$ cat src/rtl/tdsu_pkg.sv
package tdsu_pkg;

    localparam logic [7:0] TICK_DIV_RESET = 8'd103;
    localparam logic [3:0] RX_FRAME_BITS  = 4'd9;
    localparam logic [3:0] TX_FRAME_BITS  = 4'd10;
    localparam logic [15:0] TX_IDLE       = 16'hFFFF;

    typedef enum logic [1:0] {
        TAKE_NONE = 2'd0,
        TAKE_DONE = 2'd1,
        TAKE_BUSY = 2'd2
    } t_take_status;

    typedef struct packed {
        t_take_status take_status;
        logic [7:0]   rx_data;
        logic         receiving;
    } t_rx_result;

endpackage

$ cat src/rtl/timer_driven_soft_uart_top.sv
// Timer-driven 8N1 UART: every input item is one timer tick carrying the sampled
// receive line, an optional byte to send and an optional take request, and it
// yields exactly one result item. A new item is accepted every clock while
// o_in_ready is high; its result is captured in the output register on
// acceptance, and o_in_ready stays high while that register is empty or being
// taken this cycle. The bit period is the divider value plus one ticks; the
// divider must be written through i_cfg_we/i_cfg_data while idle (not enforced).
module timer_driven_soft_uart_top (
    input  logic       i_clk,
    input  logic       i_rst_n,
    input  logic       i_cfg_we,
    input  logic [7:0] i_cfg_data,
    input  logic       i_in_valid,
    output logic       o_in_ready,
    input  logic       i_rx_level,
    input  logic       i_send_valid,
    input  logic [7:0] i_send_byte,
    input  logic       i_take_request,
    output logic       o_out_valid,
    input  logic       i_out_ready,
    output logic       o_tx_level,
    output logic       o_send_accepted,
    output logic [1:0] o_take_status,
    output logic [7:0] o_rx_data,
    output logic       o_receiving
);

    logic [7:0]  r_tick_div;
    logic [7:0]  r_tick_count, n_tick_count;
    logic [15:0] r_tx_shift, n_tx_shift;
    logic [3:0]  r_tx_bits_left, n_tx_bits_left;
    logic        r_tx_line, n_tx_line;
    logic        n_accepted;
    logic        r_out_valid;
    logic        r_send_accepted;
    tdsu_pkg::t_rx_result n_rx_result, r_rx_result;
    logic        in_fire;
    logic [7:0]  half;

    assign o_in_ready = ~r_out_valid | i_out_ready;
    assign in_fire    = i_in_valid & o_in_ready;
    assign half       = {1'b0, r_tick_div[7:1]};

    tdsu_rx u_rx (
        .i_clk          (i_clk),
        .i_rst_n        (i_rst_n),
        .i_en           (in_fire),
        .i_rx_level     (i_rx_level),
        .i_take_request (i_take_request),
        .i_tick         (r_tick_count),
        .i_half         (half),
        .o_result       (n_rx_result)
    );

    always_comb begin
        n_tick_count   = r_tick_count + 8'd1;
        n_tx_shift     = r_tx_shift;
        n_tx_bits_left = r_tx_bits_left;
        n_tx_line      = r_tx_line;
        n_accepted     = 1'b0;

        if (r_tick_count >= r_tick_div) begin
            n_tick_count = 8'd0;
            n_tx_line    = r_tx_shift[0];
            n_tx_shift   = {1'b1, r_tx_shift[15:1]};
            if (r_tx_bits_left != 4'd0) begin
                n_tx_bits_left = r_tx_bits_left - 4'd1;
            end
        end

        if (i_send_valid && (n_tx_bits_left == 4'd0)) begin
            n_tx_shift     = {7'h7F, i_send_byte, 1'b0};
            n_tx_bits_left = tdsu_pkg::TX_FRAME_BITS;
            n_accepted     = 1'b1;
        end
    end

    always_ff @(posedge i_clk) begin
        if (!i_rst_n) begin
            r_tick_div <= tdsu_pkg::TICK_DIV_RESET;
        end else if (i_cfg_we) begin
            r_tick_div <= i_cfg_data;
        end
    end

    always_ff @(posedge i_clk) begin
        if (!i_rst_n) begin
            r_tick_count   <= 8'd0;
            r_tx_shift     <= tdsu_pkg::TX_IDLE;
            r_tx_bits_left <= 4'd0;
            r_tx_line      <= 1'b1;
        end else if (in_fire) begin
            r_tick_count   <= n_tick_count;
            r_tx_shift     <= n_tx_shift;
            r_tx_bits_left <= n_tx_bits_left;
            r_tx_line      <= n_tx_line;
        end
    end

    always_ff @(posedge i_clk) begin
        if (!i_rst_n) begin
            r_out_valid <= 1'b0;
        end else if (in_fire) begin
            r_out_valid <= 1'b1;
        end else if (i_out_ready) begin
            r_out_valid <= 1'b0;
        end
    end

    always_ff @(posedge i_clk) begin
        if (in_fire) begin
            r_send_accepted <= n_accepted;
            r_rx_result     <= n_rx_result;
        end
    end

    assign o_out_valid     = r_out_valid;
    assign o_tx_level      = r_tx_line;
    assign o_send_accepted = r_send_accepted;
    assign o_take_status   = r_rx_result.take_status;
    assign o_rx_data       = r_rx_result.rx_data;
    assign o_receiving     = r_rx_result.receiving;

    a_send_loads_frame: assert property (@(posedge i_clk) disable iff (!i_rst_n)
        in_fire && n_accepted |=> r_tx_bits_left == tdsu_pkg::TX_FRAME_BITS)
        else $error("accepted send did not load a full frame");

    a_tx_bits_range: assert property (@(posedge i_clk) disable iff (!i_rst_n)
        r_tx_bits_left <= tdsu_pkg::TX_FRAME_BITS)
        else $error("transmit bit count out of range");

    a_tick_holds: assert property (@(posedge i_clk) disable iff (!i_rst_n)
        !in_fire |=> $stable(r_tick_count) && $stable(r_tx_shift))
        else $error("tick state advanced without an item");

endmodule

$ cat src/rtl/tdsu_rx.sv
module tdsu_rx (
    input  logic                  i_clk,
    input  logic                  i_rst_n,
    input  logic                  i_en,
    input  logic                  i_rx_level,
    input  logic                  i_take_request,
    input  logic [7:0]            i_tick,
    input  logic [7:0]            i_half,
    output tdsu_pkg::t_rx_result  o_result
);

    logic [7:0] r_sample_point, n_sample_point;
    logic [7:0] r_rx_shift, n_rx_shift;
    logic [3:0] r_rx_bits_left, n_rx_bits_left;
    logic       r_edge_armed, n_edge_armed;
    logic       r_rx_previous;
    logic       falling;

    assign falling = r_rx_previous & ~i_rx_level;

    always_comb begin
        n_sample_point = r_sample_point;
        n_rx_shift     = r_rx_shift;
        n_rx_bits_left = r_rx_bits_left;
        n_edge_armed   = r_edge_armed;
        o_result.take_status = tdsu_pkg::TAKE_NONE;
        o_result.rx_data     = 8'd0;

        if (!r_edge_armed) begin
            if (i_tick == r_sample_point) begin
                n_rx_bits_left = r_rx_bits_left - 4'd1;
                if (n_rx_bits_left == 4'd0) begin
                    n_edge_armed = 1'b1;
                    n_rx_shift   = {i_rx_level, r_rx_shift[6:0]};
                end else begin
                    n_rx_shift   = {1'b0, i_rx_level, r_rx_shift[6:1]};
                end
            end
        end else if (falling) begin
            n_rx_bits_left = tdsu_pkg::RX_FRAME_BITS;
            n_rx_shift     = 8'd0;
            n_edge_armed   = 1'b0;
            if (i_tick < i_half) begin
                n_sample_point = i_tick + i_half;
            end else begin
                n_sample_point = i_tick - i_half;
            end
        end

        if (i_take_request && (n_rx_bits_left < tdsu_pkg::RX_FRAME_BITS)) begin
            if (n_rx_bits_left == 4'd0) begin
                o_result.take_status = tdsu_pkg::TAKE_DONE;
                o_result.rx_data     = n_rx_shift;
                n_rx_bits_left       = tdsu_pkg::RX_FRAME_BITS;
            end else begin
                o_result.take_status = tdsu_pkg::TAKE_BUSY;
            end
        end

        o_result.receiving = ~n_edge_armed;
    end

    always_ff @(posedge i_clk) begin
        if (!i_rst_n) begin
            r_sample_point <= 8'd0;
            r_rx_shift     <= 8'd0;
            r_rx_bits_left <= tdsu_pkg::RX_FRAME_BITS;
            r_edge_armed   <= 1'b1;
            r_rx_previous  <= 1'b1;
        end else if (i_en) begin
            r_sample_point <= n_sample_point;
            r_rx_shift     <= n_rx_shift;
            r_rx_bits_left <= n_rx_bits_left;
            r_edge_armed   <= n_edge_armed;
            r_rx_previous  <= i_rx_level;
        end
    end

    a_armed_idle_count: assert property (@(posedge i_clk) disable iff (!i_rst_n)
        r_edge_armed |-> (r_rx_bits_left == 4'd0) || (r_rx_bits_left == tdsu_pkg::RX_FRAME_BITS))
        else $error("armed receiver holds a partial bit count");

    a_rx_bits_range: assert property (@(posedge i_clk) disable iff (!i_rst_n)
        r_rx_bits_left <= tdsu_pkg::RX_FRAME_BITS)
        else $error("receive bit count out of range");

endmodule

$ cat config.mk
export PLATFORM = sky130hd
export DESIGN_NAME = timer_driven_soft_uart_top
export DESIGN_NICKNAME = d
export VERILOG_FILES = /design/src/rtl/tdsu_pkg.sv /design/src/rtl/timer_driven_soft_uart_top.sv /design/src/rtl/tdsu_rx.sv
export SDC_FILE = /design/constraint.sdc
export NUM_CORES = 1
export LEC_CHECK = 0
export BUFFER_PORTS_ARGS = -buffer_cell sky130_fd_sc_hd__buf_4
export CORE_MARGIN = 2
export CORE_UTILIZATION = 41
export CTS_CLUSTER_DIAMETER = 200
export DETAILED_ROUTE_END_ITERATION = 8
export HOLD_SLACK_MARGIN = 0.1
export PLACE_DENSITY_LB_ADDON = 0.15
export SYNTH_ARGS = -nofsm -noshare
export SYNTH_HDL_FRONTEND = slang
export SYNTH_SLANG_ARGS = --single-unit
$ cat constraint.sdc
create_clock -name i_clk -period 5.4 [get_ports i_clk]
set_input_delay 0.27 -clock i_clk [delete_from_list [all_inputs] [get_ports i_clk]]
set_output_delay 0.27 -clock i_clk [all_outputs]
set_load 0.01 [all_outputs]
# == After elaboration in Yosys (flattened, before gate mapping) ==
# Cells that the tools add are included.
# word_totals
register_bits,72
ramBits,0
latchBits,0
word_cells,66
romBits,0
input_bits,24
mem_count,0
# classes
shifts,0
n_addsub,5
mul,0
magnitude_cmp,3
n_eq_ne,1
muxes,24
n_bitwise,6
div_mod_pow,0
n_reduce_logical,12
# op_table
cell,n
$mux 8,6
$mux 16,2
$mux 4,8
$logic_not 4->1,3
$add 8x1->8 const B,1
$add 8x7->8,1
$eq 8x8->1,1
$ge 8x8->1,1
$lt 8x7->1,1
$sub 4x1->4 const B,2
$sub 8x7->8,1
$mux 1,7
$reduce_and 2->1,3
$lt 4x4->1 const B,1
$reduce_bool 2->1,2
$reduce_bool 4->1,1
$not 1->1,3
$reduce_and 3->1,1
$and 1x1->1,2
$logic_and 1x1->1,2
$mux 2,1
$or 1x1->1,1

# == Longest topological paths before layout ==
# Gate-level depths: netlist (run 1).
# logic_depth
depth_word,7
ltp_mapped,12

# == Modules after synthesis ==
# Synthesis (run 1) repeated with hierarchy kept, for this count alone.
# unflattened
cells_unflattened,459
hier_area_um2,4145.2
# modules_own_cells
module,cells_each,area_each_um2,n_inst,seq_area_each_um2
timer_driven_soft_uart_top,208,2100.8,1,980.9
tdsu_rx,251,2044.5,1,440.4

# == Worst setup path before layout (run 1) ==
# No wires, ideal clock.
# synth_timing
path_kind,reg-to-reg
start,register r_tick_count[0]
end,register r_tx_shift[2]
setup_time_ns,0.162
slack_ns,2.623
path_buffers,1
t_required_ns,5.238
path_stages_with_launch,11
arrival_time_ns,2.615
path_cell_list,dfxtp_1 > inv_1 > ha_1 > nand2b_1 > a2111o_1 > a31o_2 > a21o_1 > a2111oi_4 > buf_6 > mux2i_1 > a22oi_1
# synth_between
elab_chain_cells,6
elab_cells_between_ends,7
cone_classes,order compare (1); mux (2); reduce/logical (4)
# synth_rtl
item,line,text
"start, declared",timer_driven_soft_uart_top.sv:29,"logic [7:0] r_tick_count, n_tick_count;"
"start signal, assigned",timer_driven_soft_uart_top.sv:93,r_tick_count <= n_tick_count;
$ge 8x8->1 *,timer_driven_soft_uart_top.sv:62,if (r_tick_count >= r_tick_div) begin
$mux 4,timer_driven_soft_uart_top.sv:62,
$logic_not 4->1,timer_driven_soft_uart_top.sv:71,if (i_send_valid && (n_tx_bits_left == 4'd0)) begin
$logic_and 1x1->1,timer_driven_soft_uart_top.sv:71,
$reduce_bool 2->1 (no source line),-,
$reduce_and 2->1 (no source line),-,
"end signal, assigned",timer_driven_soft_uart_top.sv:89,r_tx_shift <= tdsu_pkg::TX_IDLE;
"end signal, assigned",timer_driven_soft_uart_top.sv:94,r_tx_shift <= n_tx_shift;
"end, declared",timer_driven_soft_uart_top.sv:30,"logic [15:0] r_tx_shift, n_tx_shift;"
# Every way passes the cells marked *; elsewhere a longest branch is shown, timed or not.
# A chain may end at the register's enable or synchronous reset.

# == Final worst setup path (run 1) ==
# layout_timing
start,register r_tick_count[0]
end,register r_tx_shift[5]
# Same word-level chain as after synthesis.

==> flow_metrics.env, run 1 <==
export IMPL_fillers=861
export IMPL_finalHoldViolCount=0
export IMPL_die_h_um=99.5
export IMPL_post_synth_num_cell_types=55
export IMPL_worst_ep_arrival_time_ps=3820
export IMPL_overflow=0
export IMPL_fin_nets=508
export IMPL_clock_path_buffers=2
export IMPL_multi_input_area_sq_um=2130
export IMPL_async_reset_ff_share_pct=0
export IMPL_drv_slew=0
export IMPL_grt_pass1_wl_um=14200
export IMPL_wl_per_cell_um=14.7
export IMPL_synth_ff_type="dfxtp_1"
export IMPL_cts_tree="built"
export IMPL_htreeDepth=3
export IMPL_worstSkewPairLatency_ps=350
export IMPL_finalClockSkew_ps=13.1
export IMPL_core_area_sq_um=8760
export IMPL_antenna_left=0
export IMPL_status="finished, final reports clean"
export IMPL_setup_worst_path_class="flip-flop to flip-flop"
export IMPL_gp_congestion=0.813
export IMPL_rsz0062_at_grt="no"
export IMPL_synth_top_area_share_pct=28.4
export IMPL_dp_final_hpwl_um=5970
export IMPL_clock_sinks=65
export IMPL_endpoint_kind="flip-flop"
export IMPL_final_cells=569
export IMPL_p_per_area_nw_per_um2=247
export IMPL_initial_utilization_pct=42.6
export IMPL_grt_max_degree=25
export IMPL_dieArea_sq_um=9890
export IMPL_antenna_found_initial=0
export IMPL_n_antenna_cell=0
export IMPL_worstPathRequired_ps=5670
export IMPL_fmax_ghz=0.282
export IMPL_cts_hold_buf=0
export IMPL_vias_per_cell=5.42
export IMPL_setup_viol=0
export IMPL_dp_slack_ps=1850
export IMPL_netlist_instances=421
export IMPL_drt_iter0_drc=161
export IMPL_drt_wl_total_um=8370
export IMPL_grt_pass1_vias=3149
export IMPL_place_inst=553
export IMPL_die_width_um=99.5
export IMPL_yosysWarnings=0
export IMPL_seq_area_frac_synth_pct=38.0
export IMPL_hp_class="primary input to flip-flop"
export IMPL_postCtsSetupBuffers=0
export IMPL_post_route_period_util_pct=65.8
export IMPL_yosys_area_top_type="dfxtp_1"
export IMPL_syn_area_per_cell_sq_um=8.87
export IMPL_synthToLayoutAreaGrowth_pct=14.4
export IMPL_numPortBuffers=38
export IMPL_maxCapViolations=0
export IMPL_layout_drive_gt1_share_pct=13.4
export IMPL_ios=39
export IMPL_numCtsBuffers=9
export IMPL_ys_seq_elements=65
export IMPL_cts_resized=0
export IMPL_cp_max_fo=13
export IMPL_period_needed_ps=3550
export IMPL_critPathLaunchType="flip-flop"
export IMPL_clk_pin_slew_ps=70
export IMPL_cts_root_buf="clkbuf_8"
export IMPL_fin_setup_tns_ps=0
export IMPL_vias=3086
export IMPL_slew_headroom_pct=33.4
export IMPL_syn_area_sq_um=3740
export IMPL_layout_setup_ws_ps=1850
export IMPL_synth_edf_count=12
export IMPL_netlist_top_cells_area="dfxtp_1 (28%), edfxtp_1 (9.6%), ha_1 (8.7%), mux2i_1 (6.2%), nor2_1 (4.5%)"
export IMPL_row_count=34
export IMPL_drcViolationCount=0
export IMPL_p_leak_nw=1.84
export IMPL_regArea_sq_um=1420
export IMPL_firstDrtPassIters=4
export IMPL_syn_nets=473
export IMPL_worst_slew_pin_slew_ps=995
export IMPL_peakVddDrop_mv=0.145
export IMPL_track_usage_pct=17.8
-- cells in the mapped netlist (4+ instances only) --
library cell,n
dfxtp_1,53
nor2_1,45
nand2_1,38
inv_1,32
ha_1,26
mux2i_1,23
xnor2_1,17
a21oi_1,16
a22oi_1,16
o21ai_0,16
clkbuf_1,12
edfxtp_1,12
nor3_1,10
nand3_1,8
o211ai_1,7
xor2_1,6
nand4_1,5
o21bai_1,5
a211oi_1,4
a21o_1,4
nand2b_1,4
-- worst max-delay path: stages, from the launching register on --
cell	delay, ps
dfxtp_1	460
inv_1	100
ha_1	280
nand2b_1	140
a2111o_1	470
a31o_2	330
a21o_1	210
a2111oi_4	830
a21oi_1	390
a22oi_1	270
-- cell type report --
cell class / instances / share of cell area [%]
Timing Repair Buffer: 40 / 7.02
Inverter: 32 / 2.81
Clock inverter: 7 / 1.11
Sequential cell: 65 / 33.2
Multi-Input combinational cell: 308 / 49.8
Tap cell: 108 / 3.16
Clock buffer: 9 / 2.90
-- logic make-up (layout without fill, tap and decap cells) --
kind of cell	Yosys count	in the layout	share of synthesized area (%)
buffers and inverters	48	88	5.02
adders and majority gates	28	28	9.78
xor gates and xnor gates	23	23	5.39
muxes	23	23	6.16
AOI/OAI and AO/OA	101	101	19.0
DFF	65	65	38.0
and+or+nand+nor	133	133	16.6
-- where the power goes --
part | switching [mW] | internal [mW] | leakage, nW
combinational | 0.0930 | 0.0703 | 1.20
sequential | 0.0157 | 0.514 | 0.553
clock | 0.197 | 0.165 | 0.0866
-- flip-flops by register name, indices dropped and copies added, names as in the netlist, 2 cells and up --
name and cells:
r_tx_shift 9, r_tx_bits_left 4, r_tick_count 8, r_tick_div 8, o_take_status 2, u_rx.r_rx_bits_left 4, o_rx_data 8, u_rx.r_rx_shift 8
u_rx.r_sample_point 8
-- path summary, 6_finish.rpt --
kind | from | to | slack (ps) | depth (start not counted)
max | r_tick_count[0] | r_tx_shift[5] | 1850 | 9
min reg2reg | r_tx_shift[2] | r_tx_shift[2] | 470 | 2
min | i_cfg_data[0] | r_tick_div[0] | 140 | 3
max reg2reg | r_tick_count[0] | r_tx_shift[5] | 1850 | 9
-- per-stage QoR --
step | total power [mW] | utilization, % | hold WS, ps | area [sq um]
floorplan | 0.650 | - | 394 | 3740
global placement | 0.700 | 46.8 | 453 | 4100
detailed placement | 0.703 | 46.8 | 462 | 4100
CTS | 1.07 | 48.8 | 125 | 4280
global route | 1.12 | 48.8 | 155 | 4280
finish | 1.06 | 48.8 | 139 | 4280
-- layer usage --
layer	global-route usage, %	share of wire, %	vias to the layer above
li1	-	-	1575
met1	21.9	48	1430
met2	30.0	47	69
met3	4.99	3.7	12
met4	5.69	1.6	0
met5	0	0	-
-- placed cells by master, fill, tap and decap left out, types with 3 or more instances in the layout --
master	synthesis	routed
buf_4	0	40
nand3_1	8	8
a21boi_0	3	3
nor2_1	45	45
xor2_1	6	6
clkinv_4	0	3
nor2b_1	3	3
xnor2_1	17	17
o21ai_0	16	16
mux2i_1	23	23
nand4_1	5	5
o21bai_1	5	5
nand2_1	38	38
o22ai_1	3	3
or3_1	3	3
nor4_1	3	3
ha_1	26	26
a21oi_1	16	16
edfxtp_1	12	12
nor3_1	10	10
o21a_1	3	3
inv_1	32	32
a31o_2	3	3
dfxtp_1	53	53
nand2b_1	4	4
a22oi_1	16	16
a21o_1	4	4
o211ai_1	7	7
a211oi_1	4	4
a31oi_1	3	3
clkbuf_8	0	9
(Power assumes the default switching activity.)
==> run 2: changes to the inputs <==
clock period = 3.4 ns   (was 5.4 ns; I/O delays follow)
==> run 2 against run 1 <==
Net effect:
- flip-flop and latch count unchanged
- non-clock buffer count up 15
- final cell count up 2.6%
- sequential share of layout area down 1.6 points
- first-iteration DRC count up 50%
- register-to-register slack worse by 1500 ps
- worst hold slack better by 1.6 ps
- cell area up 5.0%
- sequential power up 59%
- maximum frequency up 16%
- setup slack worse by 1500 ps
- critical path depth up 1
- largest cell class unchanged
==> flow_metrics.env, run 2 (synthesis results as in run 1) <==
export IMPL_maxCapViolations=0
export IMPL_cp_top_family="compound AO/OA/AOI/OAI gates"
export IMPL_rsz0062_at_grt="no"
export IMPL_p_per_area_nw_per_um2=431
export IMPL_whs_endpoint="o_out_valid"
export IMPL_cts_root_buf="clkbuf_8"
export IMPL_r2r_start="r_tick_count[0]"
export IMPL_n_antenna_cell=0
export IMPL_core_area_sq_um=8760
export IMPL_numPortBuffers=38
export IMPL_grt_max_degree=25
export IMPL_p_sw_uw=504
export IMPL_largest_register_ffs=9
export IMPL_finalClockSkew_ps=14.6
export IMPL_r2r_slack_ps=340
export IMPL_wl_per_cell_um=14.4
export IMPL_cts_tree="built"
export IMPL_drt_wl_total_um=8390
export IMPL_clock_path_buffers=2
export IMPL_initial_utilization_pct=42.6
export IMPL_htreeDepth=3
export IMPL_path_buf_inv=2
export IMPL_p_clk_share_pct=42.7
export IMPL_dpl_cell_area_sq_um=4140
export IMPL_hp_class="primary input to flip-flop"
export IMPL_ios=39
export IMPL_swShare_pct=26.0
export IMPL_clk_pin_slew_ps=80
export IMPL_gp_congestion=0.862
export IMPL_layout_common_cells="dfxtp_1 (53), nor2_1 (45), buf_4 (45)"
export IMPL_grt_pass1_wl_um=14300
export IMPL_firstDrtPassIters=4
export IMPL_fmax_ghz=0.327
export IMPL_p_leak_nw=1.94
export IMPL_overflow=0
export IMPL_dp_final_hpwl_um=5920
export IMPL_worst_slew_pin_slew_ps=864
export IMPL_synthToLayoutAreaGrowth_pct=20.2
export IMPL_die_h_um=99.5
export IMPL_slowest_delay_ps=470
export IMPL_hp_start="i_out_ready"
export IMPL_fin_setup_tns_ps=0
export IMPL_grt_pass1_vias=3076
export IMPL_finalHoldViolCount=0
export IMPL_worstPathRequired_ps=3610
export IMPL_row_count=34
export IMPL_period_needed_ps=3060
export IMPL_sequentialPowerShare_pct=43.4
export IMPL_fin_util_pct=51.2
export IMPL_cp_max_fo=9
export IMPL_design_area_sq_um=4490
export IMPL_vias=3165
export IMPL_setup_worst_path_class="flip-flop to flip-flop"
export IMPL_track_usage_pct=18.0
export IMPL_peakVddDrop_mv=0.221
export IMPL_final_common_cell="dfxtp_1"
export IMPL_cts_hold_buf=10
export IMPL_slowest_stage="dfxtp_1"
export IMPL_worstPathCellList="inv_1 > ha_1 > nand2b_1 > a2111o_1 > a31o_2 > a21o_1 > a2111oi_4 > buf_4 > mux2i_1 > a22oi_1"
export IMPL_drv_slew=0
export IMPL_reg2reg_depth=10
export IMPL_regToRegEndpoint="r_tx_shift[6]"
export IMPL_post_route_period_util_pct=90.0
export IMPL_antenna_found_initial=0
export IMPL_setup_viol=0
export IMPL_postCtsSetupBuffers=0
export IMPL_antenna_left=0
export IMPL_endpoint_kind="flip-flop"
export IMPL_worstSkewPairLatency_ps=350
export IMPL_die_width_um=99.5
export IMPL_status="finished, final reports clean"
export IMPL_p_comb_share_pct=13.9
export IMPL_worst_ep_arrival_time_ps=3270
export IMPL_critPathLaunchType="flip-flop"
export IMPL_power_mw=1.94
export IMPL_p_int_mw=1.43
export IMPL_drcViolationCount=0
export IMPL_slew_headroom_pct=42.4
export IMPL_dieArea_sq_um=9890
export IMPL_largest_register="r_tx_shift"
export IMPL_layout_drive_gt1_share_pct=14.3
export IMPL_vias_per_cell=5.42
export IMPL_cts_resized=0
export IMPL_numCtsBuffers=9
export IMPL_min_path_cells=3
export IMPL_clock_sinks=65
export IMPL_fin_nets=523
export IMPL_drt_iter0_drc=242
[run 2: power groups by stage]
stage | Sequential [mW] | Combinational [mW] | Clock, mW
after detailed placement | 0.858 | 0.261 | 0
after global placement | 0.858 | 0.257 | 0
final | 0.840 | 0.270 | 0.827
after CTS | 0.840 | 0.272 | 0.853
after global routing | 0.845 | 0.305 | 0.876
after floorplan | 0.856 | 0.176 | 0
[run 2: layout make-up]
| type | instances | area, sq um |
|---|---|---|
| clock buffer | 9 | 124 |
| clock inverter | 7 | 125 |
| fill | 824 | 4270 |
| inverter | 32 | 120 |
| multi-input combinational | 308 | 2130 |
| sequential | 65 | 1420 |
| tap | 108 | 135 |
| timing repair buffer | 55 | 438 |
[run 2: stage by stage]
stage	cells	hold WS (ps)	worst slack [ps]
after floorplan	421	294	623
after global placement	558	383	411
after detailed placement	558	395	352
after CTS	584	118	322
after global routing	584	145	77.5
final	584	140	340
[run 2: worst max path at each step]
stage	startpoint	endpoint	slack, ps	cells after the start
finish	r_tick_count[0]	r_tx_shift[6]	340	10
global route	r_tick_count[0]	r_tx_shift[3]	80	10
CTS	r_tick_count[0]	r_tx_shift[6]	320	10
detailed placement	r_tick_count[0]	r_tx_shift[6]	350	10
global placement	r_tick_count[0]	r_tx_shift[3]	410	10
floorplan	r_tick_count[0]	r_tx_shift[2]	620	10
[run 2: worst register-to-register path, cell delays in order, from the launching register on]
cell	delay (ps)
dfxtp_1	470
inv_1	100
ha_1	270
nand2b_1	140
a2111o_1	460
a31o_2	320
a21o_1	210
a2111oi_4	410
buf_4	270
mux2i_1	210
a22oi_1	80
[run 2: layer usage]
metal,part of all wire (%),routed length (um),vias up,GRT usage [%]
li1,-,-,1612,-
met4,1.6,138,0,7.69
met2,47,3920,64,30.0
met3,3.6,300,11,3.30
met5,0,0,-,0
met1,48,4020,1478,22.9
==> run 3: changes to the inputs <==
CORE_UTILIZATION = 40   (was 41)
GPL_TIMING_DRIVEN = 0   (was not set)
SETUP_SLACK_MARGIN = 0.1   (was not set)
==> run 3 against run 2 <==
Net effect:
- core utilization decreased by 2.2 points
- via count increased by 0.47%
- clock skew about the same
- sequential share of layout area about the same
- clock power decreased by 18%
- critical path depth unchanged
==> flow_metrics.env, run 3 (synthesis results as in run 1) <==
export IMPL_die_h_um=101
export IMPL_vias=3180
export IMPL_drt_iter0_drc=157
export IMPL_cp_max_fo=10
export IMPL_post_route_period_util_pct=88.3
export IMPL_initial_utilization_pct=40.8
export IMPL_fin_nets=534
export IMPL_fmax_ghz=0.333
export IMPL_fillers=847
export IMPL_track_usage_pct=17.8
export IMPL_worstSkewPairLatency_ps=340
export IMPL_synthToLayoutAreaGrowth_pct=20.2
export IMPL_antenna_left=0
export IMPL_htreeDepth=3
export IMPL_vias_per_cell=5.32
export IMPL_largest_register_ffs=9
export IMPL_final_common_cell="dfxtp_1"
export IMPL_postCtsSetupBuffers=0
export IMPL_status="finished, final reports clean"
export IMPL_rsz0062_at_grt="no"
export IMPL_setup_worst_path_class="flip-flop to flip-flop"
export IMPL_finalClockSkew_ps=14.8
export IMPL_multi_input_area_sq_um=2140
export IMPL_wl_per_cell_um=14.3
export IMPL_fin_setup_tns_ps=0
export IMPL_cts_tree="built"
export IMPL_ios=39
export IMPL_clk_pin_slew_ps=80
export IMPL_p_per_area_nw_per_um2=401
export IMPL_antenna_found_initial=0
export IMPL_hp_class="primary input to flip-flop"
export IMPL_power_mw=1.80
export IMPL_firstDrtPassIters=5
export IMPL_maxCapViolations=0
export IMPL_row_count=35
export IMPL_gp_congestion=0.838
export IMPL_slew_headroom_pct=20.2
export IMPL_layout_drive_gt1_share_pct=13.3
export IMPL_clock_path_buffers=2
export IMPL_worst_slew_pin_slew_ps=1200
export IMPL_design_area_sq_um=4490
export IMPL_drv_slew=0
export IMPL_finalHoldViolCount=0
export IMPL_numPortBuffers=38
export IMPL_cts_root_buf="clkbuf_8"
export IMPL_p_leak_nw=1.92
export IMPL_largest_register="r_tx_shift"
export IMPL_endpoint_kind="flip-flop"
export IMPL_regArea_sq_um=1420
export IMPL_peakVddDrop_mv=0.233
export IMPL_dp_final_hpwl_um=6210
export IMPL_fin_util_pct=49.1
export IMPL_dieArea_sq_um=10100
export IMPL_grt_max_degree=22
export IMPL_numCtsBuffers=9
export IMPL_drt_wl_total_um=8520
export IMPL_overflow=0
export IMPL_dpl_cell_area_sq_um=4160
export IMPL_clock_sinks=65
export IMPL_hold_ws_ps=124
export IMPL_grt_pass1_wl_um=14400
export IMPL_worstPathRequired_ps=3590
export IMPL_layout_common_cells="dfxtp_1 (52), nor2_1 (45), nand2_1 (38), buf_4 (38), inv_1 (32)"
export IMPL_period_needed_ps=3000
export IMPL_drcViolationCount=0
export IMPL_core_area_sq_um=9150
export IMPL_die_width_um=101
export IMPL_critPathLaunchType="flip-flop"
export IMPL_grt_pass1_vias=3032
export IMPL_setup_viol=0
export IMPL_n_antenna_cell=0
export IMPL_worst_ep_arrival_time_ps=3200
run 3: cell count changes in the layout (fill, tap and decap cells not counted), moves of 2 or more:
cell / previous run / this run
bufinv_16: 3 / 1
buf_4: 45 / 38
buf_1: 0 / 3
dlygate4sd3_1: 10 / 12
clkbuf_1: 0 / 12
run 3: per-layer routing:
metal	track usage [%]	up-vias	wire, um
met5	0	-	0
met4	6.53	0	102
met3	2.91	12	331
met2	29.1	76	3920
met1	23.7	1464	4160
li1	-	1628	-
run 3: power by group:
part	internal, mW	leakage (nW)	switching (mW)	total, mW
clock network	0.345	0.100	0.335	0.680
logic	0.125	1.26	0.155	0.280
registers	0.816	0.554	0.0235	0.840
total	1.29	1.92	0.514	1.80
run 3: path summary, 6_finish.rpt:
kind,to,from,cells past startpoint,slack [ps]
max,r_tx_shift[4],r_tick_count[0],10,400
min,r_tx_shift[8],i_send_byte[7],3,120
max reg2reg,r_tx_shift[4],r_tick_count[0],10,400
min reg2reg,r_tx_shift[2],r_tx_shift[2],2,470
run 3: layout make-up:
cell class	instances	share of cell area (%)
buffer	16	1.50
multi-input combinational	308	47.5
clock inverter	7	1.73
timing repair buffer	50	9.03
inverter	32	2.67
tap	111	3.09
clock buffer	9	2.76
sequential	65	31.7
run 3: timing repair:
action                                  CTS  global route
hold endpoints to repair                 10             0
gates resized for setup                   1             2
hold buffers                             12             0
endpoints found under the setup margin    5             7
run 3: worst max-delay path: stages, from the launching register on:
cell,delay [ps]
dfxtp_2,420
inv_1,90
ha_1,270
nand2b_1,140
a2111o_1,460
a31o_2,310
a21o_1,200
a2111oi_4,450
buf_6,220
mux2i_1,210
a22oi_1,80
run 3: per-stage QoR:
stage / std cells / worst slack, ps
after floorplan: 421 / 623
after global placement: 570 / 156
after detailed placement: 570 / 101
after CTS: 598 / 240
after global routing: 598 / 213
final: 598 / 398
